===== config.mk =====
export PLATFORM = sky130hd
export DESIGN_NAME = length_prefixed_frame_deframer_unit
export DESIGN_NICKNAME = d
export VERILOG_FILES = /design/src/design/lpfd_pkg.sv /design/src/design/length_prefixed_frame_deframer_unit.sv
export VERILOG_INCLUDE_DIRS = /design/src /design/src/design
export SDC_FILE = /design/constraint.sdc
export NUM_CORES = 1
export LEC_CHECK = 0
export BUFFER_PORTS_ARGS = -buffer_cell sky130_fd_sc_hd__buf_2
export CELL_PAD_IN_SITES_DETAIL_PLACEMENT = 1
export CELL_PAD_IN_SITES_GLOBAL_PLACEMENT = 2
export CORE_MARGIN = 4
export CORE_UTILIZATION = 30
export CTS_CLUSTER_SIZE = 12
export DETAILED_ROUTE_END_ITERATION = 16
export PLACE_DENSITY_LB_ADDON = 0.1
export SKIP_CTS_REPAIR_TIMING = 1
export SYNTH_ARGS = -nofsm -noshare
export SYNTH_HDL_FRONTEND = slang
export SYNTH_SLANG_ARGS = --single-unit

===== constraint.sdc =====
create_clock -name clk -period 6.7 [get_ports clk]
set_input_delay 0.335 -clock clk [delete_from_list [all_inputs] [get_ports clk]]
set_output_delay 0.335 -clock clk [all_outputs]
set_load 0.005 [all_outputs]

===== src/design/length_prefixed_frame_deframer_unit_assert.svh =====
`ifndef LENGTH_PREFIXED_FRAME_DEFRAMER_UNIT_ASSERT_SVH
`define LENGTH_PREFIXED_FRAME_DEFRAMER_UNIT_ASSERT_SVH

// same-cycle implication, clocked on clk, off during reset
`define LPFD_ASSERT_NOW(label, ante, cons, msg) \
	label: assert property (@(posedge clk) disable iff (!arst_n) (ante) |-> (cons)) \
		else $error(msg);

// next-cycle implication, clocked on clk, off during reset
`define LPFD_ASSERT_NEXT(label, ante, cons, msg) \
	label: assert property (@(posedge clk) disable iff (!arst_n) (ante) |=> (cons)) \
		else $error(msg);

`endif


===== src/design/lpfd_pkg.sv =====
package lpfd_pkg;

	typedef logic [7:0]  byte_t;
	typedef logic [15:0] len_t;
	typedef logic [1:0]  kind_t;

	localparam byte_t HDR_FIRST  = 8'hAA;
	localparam byte_t HDR_SECOND = 8'h55;
	localparam byte_t TRL_FIRST  = 8'h55;
	localparam byte_t TRL_SECOND = 8'hAA;

	localparam kind_t KIND_DATA = 2'd0;
	localparam kind_t KIND_GOOD = 2'd1;
	localparam kind_t KIND_BAD  = 2'd2;

endpackage


===== src/design/length_prefixed_frame_deframer_unit.sv =====
// length-prefixed frame deframer
// input channel (in_valid/in_ready, rx_byte): one received byte per item
// frame layout: 0xAA 0x55, length low, length high, payload, 0x55 0xAA
// output channel (out_valid/out_ready, kind, data_byte, frame_length):
//   kind 0 is a payload byte passed cut-through, data_byte holds it
//   kind 1/2 is the end of a frame with good/bad trailer, frame_length holds
//   the payload length; header, length and first trailer bytes give no item
// a bad second header byte restarts the header hunt (0xAA counts as a new
// first header byte); a bad trailer still consumes both trailer bytes
// an accepted byte lands in the input register, and its result is then
// presented from the output register
// throughput: one byte per cycle unless a result waits on the output register,
// set by the single frame state machine that takes its byte from the input register
// stall: when out_ready is low the output register holds its item; bytes that
// give no result keep flowing, and a byte that gives a result waits in the
// input register, blocking the input, until the output register frees
// reset (arst_n low): hunting for a header, both registers empty
module length_prefixed_frame_deframer_unit
	import lpfd_pkg::*;
(
	input  logic        clk,
	input  logic        arst_n,
	input  logic        in_valid,
	output logic        in_ready,
	input  logic [7:0]  rx_byte,
	output logic        out_valid,
	input  logic        out_ready,
	output logic [1:0]  kind,
	output logic [7:0]  data_byte,
	output logic [15:0] frame_length
);

	localparam logic [2:0] PH_HUNT  = 3'd0;
	localparam logic [2:0] PH_HDR2  = 3'd1;
	localparam logic [2:0] PH_LENLO = 3'd2;
	localparam logic [2:0] PH_LENHI = 3'd3;
	localparam logic [2:0] PH_DATA  = 3'd4;
	localparam logic [2:0] PH_TRL1  = 3'd5;
	localparam logic [2:0] PH_TRL2  = 3'd6;

	logic       valid_s1;
	byte_t      byte_s1;
	logic [2:0] phase_q;
	len_t       length_q;
	len_t       seen_q;
	logic       trl_ok_q;
	logic       out_valid_q;
	kind_t      kind_q;
	byte_t      data_q;
	len_t       flen_q;

	logic       emit;
	logic       out_free;
	logic       advance;
	logic [2:0] phase_d;
	len_t       length_d;
	len_t       seen_d;
	len_t       seen_inc;
	logic       trl_ok_d;
	kind_t      kind_d;
	byte_t      data_d;
	len_t       flen_d;

	assign emit     = (phase_q == PH_DATA) || (phase_q == PH_TRL2);
	assign out_free = !out_valid_q || out_ready;
	assign advance  = valid_s1 && (!emit || out_free);
	assign in_ready = !valid_s1 || advance;
	assign seen_inc = seen_q + 16'd1;

	always_comb begin
		phase_d  = phase_q;
		length_d = length_q;
		seen_d   = seen_q;
		trl_ok_d = trl_ok_q;
		kind_d   = KIND_DATA;
		data_d   = '0;
		flen_d   = '0;
		unique case (phase_q)
			PH_HDR2: begin
				if (byte_s1 == HDR_SECOND) begin
					phase_d = PH_LENLO;
				end else if (byte_s1 == HDR_FIRST) begin
					phase_d = PH_HDR2;
				end else begin
					phase_d = PH_HUNT;
				end
			end
			PH_LENLO: begin
				length_d = {8'd0, byte_s1};
				phase_d  = PH_LENHI;
			end
			PH_LENHI: begin
				length_d = {byte_s1, length_q[7:0]};
				seen_d   = '0;
				phase_d  = ({byte_s1, length_q[7:0]} == 16'd0) ? PH_TRL1 : PH_DATA;
			end
			PH_DATA: begin
				data_d = byte_s1;
				seen_d = seen_inc;
				if (seen_inc == length_q) begin
					phase_d = PH_TRL1;
				end
			end
			PH_TRL1: begin
				trl_ok_d = (byte_s1 == TRL_FIRST);
				phase_d  = PH_TRL2;
			end
			PH_TRL2: begin
				kind_d  = (trl_ok_q && byte_s1 == TRL_SECOND) ? KIND_GOOD : KIND_BAD;
				flen_d  = length_q;
				phase_d = PH_HUNT;
			end
			default: begin
				phase_d = (byte_s1 == HDR_FIRST) ? PH_HDR2 : PH_HUNT;
			end
		endcase
	end

	always_ff @(posedge clk or negedge arst_n) begin
		if (!arst_n) begin
			valid_s1 <= 1'b0;
		end else if (in_ready) begin
			valid_s1 <= in_valid;
		end
	end

	always_ff @(posedge clk) begin
		if (in_ready && in_valid) begin
			byte_s1 <= rx_byte;
		end
	end

	always_ff @(posedge clk or negedge arst_n) begin
		if (!arst_n) begin
			phase_q  <= PH_HUNT;
			length_q <= '0;
			seen_q   <= '0;
			trl_ok_q <= 1'b0;
		end else if (advance) begin
			phase_q  <= phase_d;
			length_q <= length_d;
			seen_q   <= seen_d;
			trl_ok_q <= trl_ok_d;
		end
	end

	always_ff @(posedge clk or negedge arst_n) begin
		if (!arst_n) begin
			out_valid_q <= 1'b0;
		end else if (advance && emit) begin
			out_valid_q <= 1'b1;
		end else if (out_ready) begin
			out_valid_q <= 1'b0;
		end
	end

	always_ff @(posedge clk) begin
		if (advance && emit) begin
			kind_q <= kind_d;
			data_q <= data_d;
			flen_q <= flen_d;
		end
	end

	assign out_valid    = out_valid_q;
	assign kind         = kind_q;
	assign data_byte    = data_q;
	assign frame_length = flen_q;

`include "length_prefixed_frame_deframer_unit_assert.svh"

	`LPFD_ASSERT_NOW(a_kind_code, out_valid_q,
		kind_q == KIND_DATA || kind_q == KIND_GOOD || kind_q == KIND_BAD,
		"output kind code out of range")
	`LPFD_ASSERT_NOW(a_end_no_data, out_valid_q && kind_q != KIND_DATA,
		data_q == 8'd0, "end item carries a data byte")
	`LPFD_ASSERT_NOW(a_seen_bound, phase_q == PH_DATA,
		seen_q < length_q, "payload count reached length inside payload")
	`LPFD_ASSERT_NEXT(a_trailer_end, advance && phase_q == PH_TRL2,
		out_valid_q && kind_q != KIND_DATA && phase_q == PH_HUNT,
		"trailer byte did not produce an end item")

endmodule

==> impl_metrics.py, run 1 <==
metrics = {
    "timing": {
        "fmax_mhz": 354,
        "rsz0062_at_grt": "false",
        "tns_ps": 0,
        "slew_violations": 0,
        "period_needed_ps": 2820,
        "fin_skew_ps": 6.67,
        "period_share_pct": 42.1,
        "hold_viol": 0,
        "setup_ws_ps": 3880,
        "finalSetupViolations": 0,
        "worst-slew-pin-transition_ps": 1070,
        "relSlewSlack_pct": 28.3,
        "whs_ps": 145,
    },
    "global_routing": {
        "grt_pass1_vias": 2739,
        "grt_overflow_total": 0,
        "grt_first_pass_wirelength_microns": 15900,
        "antenna_found_initial": 0,
        "grt_max_degree": 39,
        "grtUsageTotal_pct": 15.7,
    },
    "die": {
        "dieArea_sq_mm": 0.0135,
        "core_sq_mm": 0.0114,
        "rows": 39,
        "pin_count": 40,
        "die_x_microns": 116,
        "die-height_microns": 116,
        "start_util_pct": 30.7,
    },
    "synthesis": {
        "yosys-top-cells-count": "dfrtp_1 (38), edfxtp_1 (34), nand2_1 (30), o21ai_0 (29), and2_1 (24)",
        "synth-seq-area-share_pct": 56.3,
        "yosysUniqueCellTypes": 49,
        "syn_area_per_cell_sq_um": 10.8,
        "syn_area_sq_mm": 0.00350,
        "async_reset_ff_share_pct": 52.8,
        "yosysWarningCount": 0,
        "netlist.area_leader.share_pct": 29.1,
        "post-synth-top-area-cell": "edfxtp_1",
        "synth-seq-cells": 72,
        "synth_enable_flop_cells": 34,
        "syn_nets": 337,
        "ys_top_cells_by_area": "edfxtp_1 (29%), dfrtp_1 (27%), and2_1 (4.3%), o21ai_0 (4.1%), xnor2_1 (3.5%)",
        "ys.flop_type": "dfrtp_1",
        "synth_most_common_cell": "dfrtp_1",
        "synth_cells": 324,
    },
    "place": {
        "dpl_worst_slack_ps": 3920,
        "place_inst": 491,
        "dpl_cell_area_sq_mm": 0.00383,
        "dp_hpwl_microns": 6700,
        "portBuffers": 39,
        "place.gp.congestion": 0.702,
    },
    "power": {
        "switching_share_pct": 34.1,
        "pwr-share-clk_pct": 31.0,
        "p_int_mw": 1.02,
        "p_leak_nw": 1.58,
        "ir_drop_mv": 0.117,
        "p_comb_share_pct": 24.2,
        "switchingPower_mw": 0.528,
        "finalPower_mw": 1.55,
        "power_density_mw_per_mm2": 376,
        "seqPwrFrac_pct": 44.8,
    },
    "setup_path": {
        "worstSetupEndpointType": "flop",
        "setup.worst_path.start_class": "flop",
        "worstPathArrival_ps": 3060,
        "slowest_stage": "nor3_2",
        "crit_chain": "nand2b_1 -> o21ai_0 -> nor3_2 -> nand2_1 -> o31ai_1",
        "path_class": "reg2reg",
        "max_stage_delay_ps": 860,
        "cp.required_ps": 6940,
        "cp_max_fo": 17,
    },
    "clock_network": {
        "cts_tree": "yes",
        "ctsHtreeMaxLevel": 3,
        "clk_latency_ps": 340,
        "clockBufferDepth": 2,
        "cts_root_buffer": "clkbuf_16",
        "clkSinkCount": 72,
        "cts_made_buffers": 9,
        "clk_pin_slew_ps": 60,
    },
    "drt": {
        "routed_via_density": 5.07,
        "ant_nets": 0,
        "wl_met1_microns": 4940,
        "routed_wl_microns": 9610,
        "drc": 0,
        "wl_met2_microns": 4260,
        "drt_iter0_markers": 135,
        "vias": 2568,
        "route.top_layer_used": "met4",
        "firstDrtPassIters": 4,
        "wl_met3_microns": 249,
        "wl_per_cell_microns": 19.0,
    },
    "cells_and_area": {
        "layout-drive-gt1-share_pct": 20.6,
        "nets": 372,
        "finish.instance_area_sq_mm": 0.00412,
        "area_growth_pct": 17.6,
        "diodes": 0,
        "final_util_pct": 36.1,
        "layout.cells.non_filler": 507,
    },
    "run": {
        "drv_cap": 0,
    },
    "status": {
        "outcome": "completed",
    },
    "min_path": {
        "min_path_type": "in2async",
    },
}
[final cells by class]
class                   count  area, sq um
clock buffers               9          225
clock inverters             7         68.8
fillers                  1291         7300
inverters                   7         26.3
multi-input cells         228         1440
flip-flops and latches     72         1970
well taps                 143          179
repair buffers             41          210
[cells by family after synthesis]
group                    synth area share, %
AO/OA/AOI/OAI                           11.0
XOR/XNOR                                4.75
adder cells (fa/ha/maj)                0.357
buffers and inverters                   2.86
flip-flops                              56.3
multiplexers                            3.50
AND/OR/NAND/NOR                         21.2
[cell usage in the layout (no fill, tap or decap), types with 4 or more instances in the layout]
master     instances
nand3_1            9
edfxtp_1          34
inv_1              7
o31ai_1            7
nor3_1             4
o21ai_0           29
mux2_2            10
a31oi_1            4
nand4_1            8
buf_2             39
xnor2_1           14
clkbuf_16          9
or3_1              5
and2_1            24
xor2_1             5
a21oi_1           15
nand2b_1           7
dfrtp_1           38
nand2_1           30
nor2_1            17
[worst max-delay path: cells and delay by family (launching register included)]
family | cells | cell delay (ps)
AO/OA/AOI/OAI | 2 | 580
flip-flops | 1 | 670
AND/OR/NAND/NOR | 3 | 1460
[layer usage]
metal / vias to the layer above / track usage [%]
li1: 1245 / -
met1: 1275 / 22.8
met2: 36 / 23.4
met3: 12 / 2.40
met4: 0 / 6.26
met5: - / 0
[power by group through the flow]
stage	registers [mW]	clock network (mW)	logic, mW
2_1_floorplan	0.636	0	0.298
3_3_place_gp	0.706	0	0.378
3_5_place_dp	0.708	0	0.379
4_1_cts	0.699	0.493	0.382
5_1_grt	0.713	0.515	0.426
6_report	0.694	0.481	0.376
[flip-flops by register name (all words and copies together) (netlist names)]
name and cells:
frame_length 16, length_q 16, seen_q 16, byte_s1 8, data_byte 8, phase_q 3, kind 2, out_valid 1
trl_ok_q 1, valid_s1 1
[worst paths after layout]
check                            from      endpoint  slack (ps)  cells after the start
min in group clk           rx_byte[3]    byte_s1[3]         180                      1
max reg2reg                phase_q[0]    seen_q[12]        3880                      5
min                            arst_n  length_q[15]         140                      1
min reg2reg                seen_q[15]    seen_q[15]         520                      1
max                        phase_q[0]    seen_q[12]        3880                      5
max in group asynchronous      arst_n    seen_q[10]        5960                      1
Power figures use the tool's default switching activity.
==> run 2: changes to the inputs <==
clock period = 2.95 ns   (was 6.7 ns; I/O delays follow)
==> run 2 against run 1 <==
  * The flow now finishes with violations (hold timing)
  * Clock skew grew 0.84 ps
  * Combinational power grew 150%
  * Sequential share of layout area shrank 1.7 points
  * Core utilization grew 1.3 points
  * Final area grew 3.7%
  * Via count grew 3.4%
  * Die area is the same
  * Maximum frequency grew 18%
  * Setup slack lost 3300 ps
  * Sequential power grew 120%
  * Power grew 130%
==> impl_metrics.py, run 2 (synthesis results as in run 1) <==
metrics = {
    "timing": {
        "whs_ps": -38.8,
        "relSlewSlack_pct": 37.1,
        "fin_skew_ps": 7.51,
        "finalSetupViolations": 0,
        "period_needed_ps": 2380,
        "rsz0062_at_grt": "false",
        "period_share_pct": 80.8,
        "hold_viol": 38,
        "worst-slew-pin-transition_ps": 944,
        "slew_violations": 0,
        "fmax_mhz": 419,
        "setup_ws_ps": 566,
        "tns_ps": 0,
    },
    "global_routing": {
        "grt_first_pass_wirelength_microns": 15700,
        "antenna_found_initial": 0,
        "grtUsageTotal_pct": 15.8,
        "grt_pass1_vias": 2804,
        "grt_overflow_total": 0,
        "grt_max_degree": 39,
    },
    "power": {
        "power_density_mw_per_mm2": 838,
        "p_leak_nw": 1.66,
        "ir_drop_mv": 0.306,
        "finalPower_mw": 3.58,
    },
    "drt": {
        "firstDrtPassIters": 4,
        "routed_via_density": 5.06,
        "wl_per_cell_microns": 18.8,
        "routed_wl_microns": 9880,
        "drt_iter0_markers": 96,
        "drc": 0,
        "ant_nets": 0,
        "vias": 2656,
    },
    "setup_path": {
        "cp.buffers_inverters": 0,
        "path_class": "reg2reg",
        "crit_family": "simple AND/OR/NAND/NOR gates",
        "worstSetupEndpointType": "flop",
        "slowest_stage": "dfrtp_1",
        "cp.required_ps": 3220,
        "cp_max_fo": 8,
        "crit_chain": "ha_1 -> nand3_1 -> nor3_1 -> xnor2_1 -> a2111oi_0 -> a31oi_1 -> nor3_2",
        "worstPathArrival_ps": 2650,
        "max_stage_delay_ps": 480,
        "setup.worst_path.start_class": "flop",
    },
    "clock_network": {
        "cts_made_buffers": 9,
        "cts_root_buffer": "clkbuf_16",
        "clockBufferDepth": 2,
        "cts_tree": "yes",
        "clk_pin_slew_ps": 60,
        "clkSinkCount": 72,
        "clk_latency_ps": 340,
        "ctsHtreeMaxLevel": 3,
    },
    "status": {
        "violations": "hold timing",
        "outcome": "complete, but fails checks",
    },
    "place": {
        "dp_hpwl_microns": 6790,
        "portBuffers": 39,
        "dpl_cell_area_sq_mm": 0.00390,
        "dpl_worst_slack_ps": 576,
        "place.gp.congestion": 0.727,
    },
    "die": {
        "dieArea_sq_mm": 0.0135,
        "rows": 39,
        "pin_count": 40,
        "die_x_microns": 116,
        "die-height_microns": 116,
        "start_util_pct": 30.7,
        "core_sq_mm": 0.0114,
    },
    "min_path": {
        "min_path_type": "in2async",
    },
    "cells_and_area": {
        "layout-drive-gt1-share_pct": 22.3,
        "nFillCells": 1302,
        "area_growth_pct": 22.0,
        "finish.instance_area_sq_mm": 0.00427,
        "diodes": 0,
        "mostFrequentLayoutCells": "buf_2 (39), dfrtp_1 (38), edfxtp_1 (34), nand2_1 (30), o21ai_0 (29)",
        "final_common_cell": "buf_2",
        "nets": 390,
    },
    "run": {
        "drv_cap": 0,
    },
}
==> run 2: cell count changes in the layout (fill, tap and decap cells not counted) <==
cell,change
clkinv_4,+1
clkinv_1,-2
nor3_2,-1
buf_4,+10
clkinvlp_4,+1
dlygate4sd3_1,+8
clkbuf_1,+1
inv_6,-1
nor3_1,+1
==> run 2: layout make-up <==
type                    count  area (sq um)  area share [%]
flip-flops and latches     72          1970            46.1
multi-input cells         228          1430            33.5
repair buffers             59           365            8.55
clock buffers              10           229            5.36
well taps                 143           179            4.19
clock inverters             6          68.8            1.61
inverters                   7          26.3           0.615
==> run 2: final timing paths <==
| check | start | to | slack, ps | cells past startpoint |
|---|---|---|---|---|
| min in group clk | in_valid | valid_s1 | 10 | 2 |
| max in group asynchronous | arst_n | seen_q[11] | 2400 | 1 |
| worst min-delay path | arst_n | seen_q[15] | -40 | 1 |
| worst min register to register | seen_q[15] | seen_q[15] | 520 | 1 |
| worst max-delay path | seen_q[0] | phase_q[0] | 570 | 7 |
| worst max register to register | seen_q[0] | phase_q[0] | 570 | 7 |
==> run 2: worst register-to-register path, cell delays in order, from the launching register on <==
cell and delay, ps:
dfrtp_1 480, ha_1 300, nand3_1 210, nor3_1 470, xnor2_1 170, a2111oi_0 370
a31oi_1 160, nor3_2 160
==> run 2: where the power goes <==
group,switching [mW],internal (mW)
registers,0.275,1.28
clock network,0.439,0.659
logic,0.496,0.432
total,1.21,2.37
==> run 2: per-layer routing <==
layer | share of wire [%] | global-route usage [%] | wire (microns) | vias to the layer above
met3 | 3.2 | 3.60 | 317 | 11
met4 | 1.3 | 5.41 | 128 | 0
met5 | 0 | 0 | 0 | -
met2 | 46 | 24.9 | 4570 | 45
met1 | 49 | 21.4 | 4860 | 1322
li1 | - | - | - | 1278
==> run 2: per-stage QoR <==
stage | hold WS (ps) | cells | util (%)
2_1_floorplan | -148 | 324 | -
3_3_place_gp | 325 | 501 | 34.1
3_5_place_dp | 331 | 501 | 34.1
4_1_cts | -26.7 | 517 | 36.7
5_1_grt | 22.0 | 525 | 37.4
6_report | -38.8 | 525 | 37.4
==> run 3: changes to the inputs <==
clock period = 1.9 ns   (was 2.95 ns; I/O delays follow)
==> run 3 against run 2 <==
  * The flow finishes with violations (setup timing)
  * Non-clock buffer count increased by 50
  * Critical endpoint unchanged
  * Sequential share of layout area down 4.5 points
  * Hold slack better by 120 ps
  * Largest cell class unchanged
  * Global-route usage up 1.1 points
  * Cell count increased by 9.5%
  * Critical path type unchanged
==> impl_metrics.py, run 3 (synthesis results as in run 1) <==
metrics = {
    "min_path": {
        "min_path_type": "in2reg",
        "worstHoldPathCells": 4,
        "whs_endpoint": "valid_s1",
        "hp-start": "out_ready",
    },
    "cells_and_area": {
        "diodes": 0,
        "nets": 440,
        "layout.cells.non_filler": 575,
        "finish.instance_area_sq_mm": 0.00473,
        "layout-drive-gt1-share_pct": 32.6,
        "mostFrequentLayoutCells": "buf_4 (56), buf_2 (39), dfrtp_1 (38), edfxtp_1 (34), nand2_1 (30)",
        "nFillCells": 1278,
        "final_common_cell": "buf_4",
        "area_growth_pct": 35.1,
    },
    "global_routing": {
        "grtUsageTotal_pct": 16.8,
        "antenna_found_initial": 0,
        "grt_overflow_total": 0,
        "grt_first_pass_wirelength_microns": 16900,
        "grt_max_degree": 39,
        "grt_pass1_vias": 3033,
    },
    "setup_path": {
        "worstPathArrival_ps": 2410,
        "worstRegToRegCells": 6,
        "cp_max_fo": 2,
        "worstSetupEndpointType": "flop",
        "setup.worst_path.start_class": "flop",
        "reg2reg_to": "phase_q[0]",
        "cp.required_ps": 2160,
        "regToRegStartpoint": "byte_s1[5]",
        "path_class": "reg2reg",
        "rrSetupSlack_ps": -240,
    },
    "power": {
        "pwr-share-clk_pct": 27.4,
        "switchingPower_mw": 1.96,
        "switching_share_pct": 33.6,
        "p_comb_share_pct": 34.3,
        "ir_drop_mv": 0.521,
        "p_leak_nw": 1.94,
        "p_int_mw": 3.88,
        "power_density_mw_per_mm2": 1230,
        "seqPwrFrac_pct": 38.3,
    },
    "drt": {
        "ant_nets": 0,
        "drt_iter0_markers": 131,
        "routed_wl_microns": 10400,
        "drc": 0,
        "vias": 2816,
        "routed_via_density": 4.90,
        "wl_per_cell_microns": 18.0,
        "firstDrtPassIters": 4,
    },
    "run": {
        "drv_cap": 0,
    },
    "die": {
        "die_x_microns": 116,
        "core_sq_mm": 0.0114,
        "start_util_pct": 30.7,
        "die-height_microns": 116,
        "rows": 39,
        "pin_count": 40,
        "dieArea_sq_mm": 0.0135,
    },
    "clock_network": {
        "clkSinkCount": 72,
        "clk_pin_slew_ps": 60,
        "clk_latency_ps": 340,
        "cts_root_buffer": "clkbuf_16",
        "ctsHtreeMaxLevel": 3,
        "cts_made_buffers": 9,
        "clockBufferDepth": 2,
        "cts_tree": "yes",
    },
    "timing": {
        "fmax_mhz": 467,
        "fin_skew_ps": 5.92,
        "worst-slew-pin-transition_ps": 534,
        "slew_violations": 0,
        "period_share_pct": 113,
        "rsz0062_at_grt": "true",
        "period_needed_ps": 2140,
        "hold_viol": 0,
        "setup_ws_ps": -243,
        "finalSetupViolations": 1,
        "relSlewSlack_pct": 64.4,
    },
    "place": {
        "portBuffers": 39,
        "place_inst": 547,
        "dpl_cell_area_sq_mm": 0.00429,
        "place.gp.congestion": 0.798,
        "dp_hpwl_microns": 7310,
    },
    "status": {
        "violations": "setup timing",
        "outcome": "complete, but fails checks",
    },
}
==> run 3: cell count changes in the layout (fill, tap and decap cells not counted), moves of 2 or more <==
cell           change
buf_4             +44
buf_12             +2
buf_6              +2
dlygate4sd3_1      +2
nor2_1             -2
nor4_4             +2
==> run 3: per-layer routing <==
layer  global-route usage (%)  routed length [microns]
met1                     23.2                     5070
met2                     26.5                     4880
met3                     2.82                      247
met4                     6.73                      166
met5                        0                        0
==> run 3: through the flow <==
stage | util (%) | hold WS, ps | setup WS, ps | TNS [ps] | total power [mW]
after global placement | 37.6 | 209 | -200 | -200 | 4.21
after global routing | 41.5 | 99.2 | -318 | -331 | 6.27
after detailed placement | 37.6 | 211 | -253 | -253 | 4.25
final | 41.5 | 78.5 | -243 | -243 | 5.84
after CTS | 40.0 | -156 | -280 | -280 | 5.89
after floorplan | - | -201 | -126 | -126 | 3.33
==> run 3: power by group through the flow <==
| stage | registers [mW] | clock network, mW | logic, mW |
|---|---|---|---|
| after detailed placement | 2.27 | 0 | 1.97 |
| after global placement | 2.27 | 0 | 1.95 |
| after global routing | 2.29 | 1.73 | 2.26 |
| after floorplan | 2.25 | 0 | 1.08 |
| after CTS | 2.25 | 1.65 | 1.99 |
| final | 2.24 | 1.60 | 2.01 |
==> run 3: final cells by class <==
class                      instances  area (sq um)  share of cell area, %
timing repair buffer             109           778                   16.4
sequential                        72          1970                   41.7
clock inverter                     5          33.8                  0.714
clock buffer                      11           243                   5.13
inverter                           7          26.3                  0.555
multi-input combinational        228          1500                   31.7
tap                              143           179                   3.78
==> run 3: critical path, cell delays in order, from the launching register on <==
cell and delay, ps:
edfxtp_1 400, or4_4 570, nor4_4 310, o31ai_1 90, or3b_1 360, a32o_1 230
nor3_2 100
==> run 3: worst max-delay path by stage <==
stage               start    endpoint  slack (ps)  depth (start not counted)
2_1_floorplan  byte_s1[0]  phase_q[0]        -130                          6
3_3_place_gp   byte_s1[0]  phase_q[0]        -200                          6
3_5_place_dp   byte_s1[0]  phase_q[0]        -250                          6
4_1_cts        byte_s1[0]  phase_q[0]        -280                          6
5_1_grt        byte_s1[5]  phase_q[0]        -320                          6
6_report       byte_s1[5]  phase_q[0]        -240                          6
